**src/design/tsi_pkg.sv**
```systemverilog
// Shared constants, status codes and controller/datapath interface types.
package tsi_pkg;

    localparam int FRAC_BITS     = 16;
    localparam int MAX_DIVISIONS = 65535;

    localparam int BOUND_W   = 24;
    localparam int DIVS_W    = 16;
    localparam int INT_W     = 48;
    localparam int STAT_W    = 2;
    localparam int HQ_FRAC   = 32;
    localparam int HQ_W      = BOUND_W + HQ_FRAC;
    localparam int X_W       = BOUND_W + 2;
    localparam int SQ_W      = 2 * BOUND_W;
    localparam int TOT_W     = 64;
    localparam int LIMB_W    = 32;
    localparam int PROD_W    = HQ_W + TOT_W;
    localparam int RND_SHIFT = 2 * FRAC_BITS + 33;

    localparam logic [INT_W-1:0] INTEGRAL_MAX = {1'b0, {(INT_W-1){1'b1}}};

    localparam logic [STAT_W-1:0] ST_OK       = 2'd0;
    localparam logic [STAT_W-1:0] ST_ZERO_DIV = 2'd1;
    localparam logic [STAT_W-1:0] ST_NOT_ASC  = 2'd2;
    localparam logic [STAT_W-1:0] ST_SAT      = 2'd3;

    typedef struct packed {
        logic              latch;
        logic              div_start;
        logic              end_a;
        logic              end_b;
        logic              step;
        logic              mul_go;
        logic [1:0]        mul_idx;
        logic              rnd;
        logic              load_out;
        logic [STAT_W-1:0] out_code;
    } t_dp_cmd;

    typedef struct packed {
        logic              n_zero;
        logic              not_asc;
        logic              div_done;
        logic [DIVS_W-1:0] n_cl;
    } t_dp_status;

endpackage

```
**src/design/tsi_ctrl.sv**
```systemverilog
// Controller: sequences check, divide, end points, inner points, multiply and output.
module tsi_ctrl import tsi_pkg::*; (
    input  logic       i_clk,
    input  logic       i_rst_n,
    input  logic       i_start,
    input  t_dp_status i_flags,
    output t_dp_cmd    o_cmd,
    output logic       o_busy,
    output logic       o_valid
);

    typedef enum logic [3:0] {
        S_IDLE,
        S_CHECK,
        S_DIV,
        S_END_A,
        S_END_B,
        S_INNER,
        S_DRAIN,
        S_MUL,
        S_MACC,
        S_RND,
        S_OUT
    } t_state;

    localparam logic [DIVS_W-1:0] DRAIN_CYC = DIVS_W'(2);

    t_state            r_state, n_state;
    logic [DIVS_W-1:0] r_cnt, n_cnt;
    logic              r_valid;

    always_comb begin
        n_state = r_state;
        n_cnt   = r_cnt;
        o_cmd   = '0;
        case (r_state)
            S_IDLE: begin
                if (i_start) begin
                    o_cmd.latch = 1'b1;
                    n_state     = S_CHECK;
                end
            end
            S_CHECK: begin
                if (i_flags.n_zero) begin
                    o_cmd.load_out = 1'b1;
                    o_cmd.out_code = ST_ZERO_DIV;
                    n_state        = S_IDLE;
                end else if (i_flags.not_asc) begin
                    o_cmd.load_out = 1'b1;
                    o_cmd.out_code = ST_NOT_ASC;
                    n_state        = S_IDLE;
                end else begin
                    o_cmd.div_start = 1'b1;
                    n_state         = S_DIV;
                end
            end
            S_DIV: begin
                if (i_flags.div_done) begin
                    n_state = S_END_A;
                end
            end
            S_END_A: begin
                o_cmd.end_a = 1'b1;
                n_state     = S_END_B;
            end
            S_END_B: begin
                o_cmd.end_b = 1'b1;
                n_cnt       = i_flags.n_cl - DIVS_W'(1);
                n_state     = S_INNER;
            end
            S_INNER: begin
                if (r_cnt == '0) begin
                    n_cnt   = DRAIN_CYC;
                    n_state = S_DRAIN;
                end else begin
                    o_cmd.step = 1'b1;
                    n_cnt      = r_cnt - DIVS_W'(1);
                end
            end
            S_DRAIN: begin
                // let the point/square/sum pipeline empty
                if (r_cnt == '0) begin
                    n_state = S_MUL;
                end else begin
                    n_cnt = r_cnt - DIVS_W'(1);
                end
            end
            S_MUL: begin
                o_cmd.mul_go  = 1'b1;
                o_cmd.mul_idx = r_cnt[1:0];
                if (r_cnt[1:0] == 2'd3) begin
                    n_cnt   = '0;
                    n_state = S_MACC;
                end else begin
                    n_cnt = r_cnt + DIVS_W'(1);
                end
            end
            S_MACC: begin
                n_state = S_RND;
            end
            S_RND: begin
                o_cmd.rnd = 1'b1;
                n_state   = S_OUT;
            end
            S_OUT: begin
                o_cmd.load_out = 1'b1;
                o_cmd.out_code = ST_OK;
                n_state        = S_IDLE;
            end
            default: begin
                n_state = S_IDLE;
            end
        endcase
    end

    always_ff @(posedge i_clk) begin
        if (!i_rst_n) begin
            r_state <= S_IDLE;
            r_cnt   <= '0;
            r_valid <= 1'b0;
        end else begin
            r_state <= n_state;
            r_cnt   <= n_cnt;
            r_valid <= o_cmd.load_out;
        end
    end

    assign o_busy  = (r_state != S_IDLE);
    assign o_valid = r_valid;

endmodule

```
**config.mk**
```make
export PLATFORM = sky130hd
export DESIGN_NAME = tsi_ctrl
export DESIGN_NICKNAME = d
export VERILOG_FILES = /design/src/design/tsi_pkg.sv /design/src/design/tsi_ctrl.sv
export SDC_FILE = /design/constraint.sdc
export NUM_CORES = 1
export LEC_CHECK = 0
export BUFFER_PORTS_ARGS = -buffer_cell sky130_fd_sc_hd__buf_4
export CORE_AREA = 3 3 65 67
export CTS_BUF_LIST = sky130_fd_sc_hd__clkbuf_16
export DETAILED_ROUTE_END_ITERATION = 16
export DIE_AREA = 0 0 68 70
export HOLD_SLACK_MARGIN = 0.15
export MAX_ROUTING_LAYER = met4
export PLACE_DENSITY = 0.85
export SLEW_MARGIN = 40
export SYNTH_ARGS = -nofsm -noshare
export SYNTH_HDL_FRONTEND = slang
export SYNTH_SLANG_ARGS = --single-unit
```
**constraint.sdc**
```tcl
create_clock -name i_clk -period 4.9 [get_ports i_clk]
set_clock_uncertainty 0.05 [all_clocks]
set_input_delay 0.98 -clock i_clk [delete_from_list [all_inputs] [get_ports i_clk]]
set_output_delay 0.98 -clock i_clk [all_outputs]
set_load 0.01 [all_outputs]
```
==> out/metrics.yaml <==
grt:
  met3_usage_pct: 3.05
  first_global_vias: 1989
  met2_usage_pct: 37.3
  grt_pass1_wl_mm: 9.72
  top_usage_layer: "met1"
  grt_overflow: 0
  antenna_found_initial: 0
  grt_start_max_net_pins: 26
  track_usage_pct: 26.7
  grt_util_met1_pct: 38.6
power_and_ir_drop:
  vdd_drop_max_v: 0.000173
  swShare_pct: 35.2
  power.total_mw: 0.565
  clkPwrFrac_pct: 31.1
  leakagePower_nw: 0.876
  p_switching_mw: 0.199
  power_frac_comb_pct: 33.5
  p_per_area_nw_per_um2: 240
  p_int_mw: 0.366
  seq_power_share_pct: 35.4
sta:
  setup_violations: 0
  holdWs_ps: 512
  min_period_ps: 2980
  hold_viol: 0
  rsz0062_at_grt: "no"
  final_min_period_over_clock_period_pct: 60.9
  tns_ps: 0
  worst_pin_slew_ps: 684
  slew_headroom_pct: 54.2
  drv_slew: 0
  fmax_mhz: 335
  setup_ws_ps: 1920
finish:
  drive_gt1_share_pct: 18.2
  diodes: 0
  finalInstanceArea_um2: 2360
  syn2layout_area_growth_pct: 17.3
  nets: 324
  fin_util_pct: 63.9
  final_cells: 345
clocking:
  cts_tree: "yes"
  clock_path_buffers: 2
  clk_latency_ps: 260
  cts-hold-fix-buffers: 0
  clkSlewWorstSetupHoldPaths_ps: 60
  root_buffer: "clkbuf_16"
  h-tree-depth: 1
  cts.sinks: 21
  numCtsBuffers: 3
  cts_setup_buffers: 0
  postCtsResizedCells: 0
place:
  place_hpwl_mm: 4.24
  pre_cts_ws_ps: 2160
  dpl_cell_area_um2: 2280
  place_inst: 341
  gp_congestion: 0.969
  port-buffer-count: 35
routing:
  dr.pass1.iters: 5
  wl_mm: 5.86
  drtAntennaViolNets: 0
  via_per_inst: 6.62
  via_count: 2285
  wl_per_cell_um: 17.0
  first_iter_violations: 212
  drc_errors: 0
synthesis:
  yosys-top-cells-area: "dfxtp_1, nor2_1, o21ai_0, xor2_1, nor3_1"
  synth.cell_area_um2: 2010
  synth_top_area_share_pct: 20.9
  synthArstFlopShare_pct: 0
  syn_nets: 297
  ys_seq_area_share_pct: 20.9
  yosys.area.top_type: "dfxtp_1"
  ys_seq_elements: 21
  ys_warn_count: 0
  yosys_most_used_dff: "dfxtp_1"
  postSynthAreaPerCell_um2: 7.41
  netlist_instances: 271
  synth_cell_types: 61
  synth_edf_count: 0
floorplanning:
  dieArea_um2: 4760
  io_pins: 36
  die_x_um: 68
  rows: 22
  core_um2: 3690
  start_util_pct: 54.4
  die_h_um: 70
setup_path:
  endpoint_kind: "output port"
  arrival_ps: 1950
  path_max_fanout: 14
  crit_type: "flip-flop to output port"
  worstPathRequired_ps: 3870
  startpoint_type: "flip-flop"
outcome:
  outcome: "finished, final reports clean"
hold_path:
  hp-class: "flip-flop to flip-flop"
run:
  cap_violations: 0
-- cell usage after synthesis, types with 2 or more instances --
cell type  count
nor3_1        17
nor4_1         3
a32o_1         2
inv_1          8
nand2_1       19
xor2_1        11
or4_4          2
nand4_1        2
nand3_1       10
o32a_1         2
o22ai_1        2
o221ai_1       4
nor2_1        31
dfxtp_1       21
a22oi_1        2
nor3_4         2
a32oi_1        3
o211ai_1       4
o21ai_0       22
ha_1           4
buf_2          2
nor4_2         3
a221o_1        3
and3_1         7
a21boi_0       3
mux2i_1        2
o31ai_1        2
o21a_1         2
clkbuf_1       9
nor2b_1        4
a31oi_1        3
or3_1          4
nand2b_1       8
xnor2_1        5
nor4b_1        3
and2_1         3
a21oi_1       13
-- worst paths after layout --
path / start / end / slack [ps] / cells after the start
hold / removal: r_cnt[6] / r_cnt[6] / 510 / 2
hold reg to reg: r_cnt[6] / r_cnt[6] / 510 / 2
setup reg to reg: r_state[2] / r_cnt[14] / 2350 / 5
setup / recovery: r_state[2] / o_cmd[8] / 1920 / 4
-- placed cells by master, fill, tap and decap left out, types with 3 or more instances in the layout --
master / instances
nand2_1: 19
or3_1: 4
buf_4: 36
and3_1: 7
nor4b_1: 3
and2_1: 3
inv_1: 9
o21ai_0: 22
nor4_1: 3
dfxtp_1: 21
nor4_2: 3
a31oi_1: 3
nand3_1: 10
o221ai_1: 4
nor3_1: 16
ha_1: 4
a221o_1: 3
o211ai_1: 4
nor2b_1: 4
xnor2_1: 5
a32oi_1: 3
a21oi_1: 13
clkbuf_16: 3
nor2_1: 31
nand2b_1: 8
xor2_1: 11
a21boi_0: 3
-- worst max-delay path: stages (launching register included) --
cell	delay, ps
dfxtp_1	570
nor2b_1	600
nand2_1	250
inv_1	140
buf_4	130
-- layout make-up --
cell class | instances | area (um2)
clock buffers | 3 | 75.1
clock inverters | 1 | 3.75
fillers | 341 | 1330
inverters | 8 | 30.0
multi-input cells | 228 | 1500
flip-flops and latches | 21 | 420
well taps | 48 | 60.1
repair buffers | 36 | 270
-- logic make-up (layout without fill, tap and decap cells) --
family / Yosys count / count (layout) / synth area share [%]
and+or+nand+nor: 124 / 124 / 35.0
AOI/OAI and AO/OA: 82 / 82 / 28.8
xor gates and xnor gates: 16 / 16 / 6.98
buffers and inverters: 22 / 48 / 4.80
adders and majority gates: 4 / 4 / 2.49
muxes: 2 / 2 / 0.997
DFF: 21 / 21 / 20.9
-- sequential cells by signal, summed over array words and instances (netlist names) --
register,cells
r_cnt,16
r_state,4
o_valid,1
-- power by group through the flow --
stage | clock network, mW | logic [mW] | registers (mW)
final | 0.176 | 0.189 | 0.200
after global routing | 0.184 | 0.207 | 0.202
after detailed placement | 0 | 0.185 | 0.203
after global placement | 0 | 0.182 | 0.203
after CTS | 0.176 | 0.186 | 0.199
after floorplan | 0 | 0.136 | 0.193
-- routing by layer --
layer	wire length, um	vias up
met5	0	-
met4	136	0
met3	499	17
met2	2720	126
met1	2500	1067
li1	-	1075
Power figures use the tool's default switching activity.
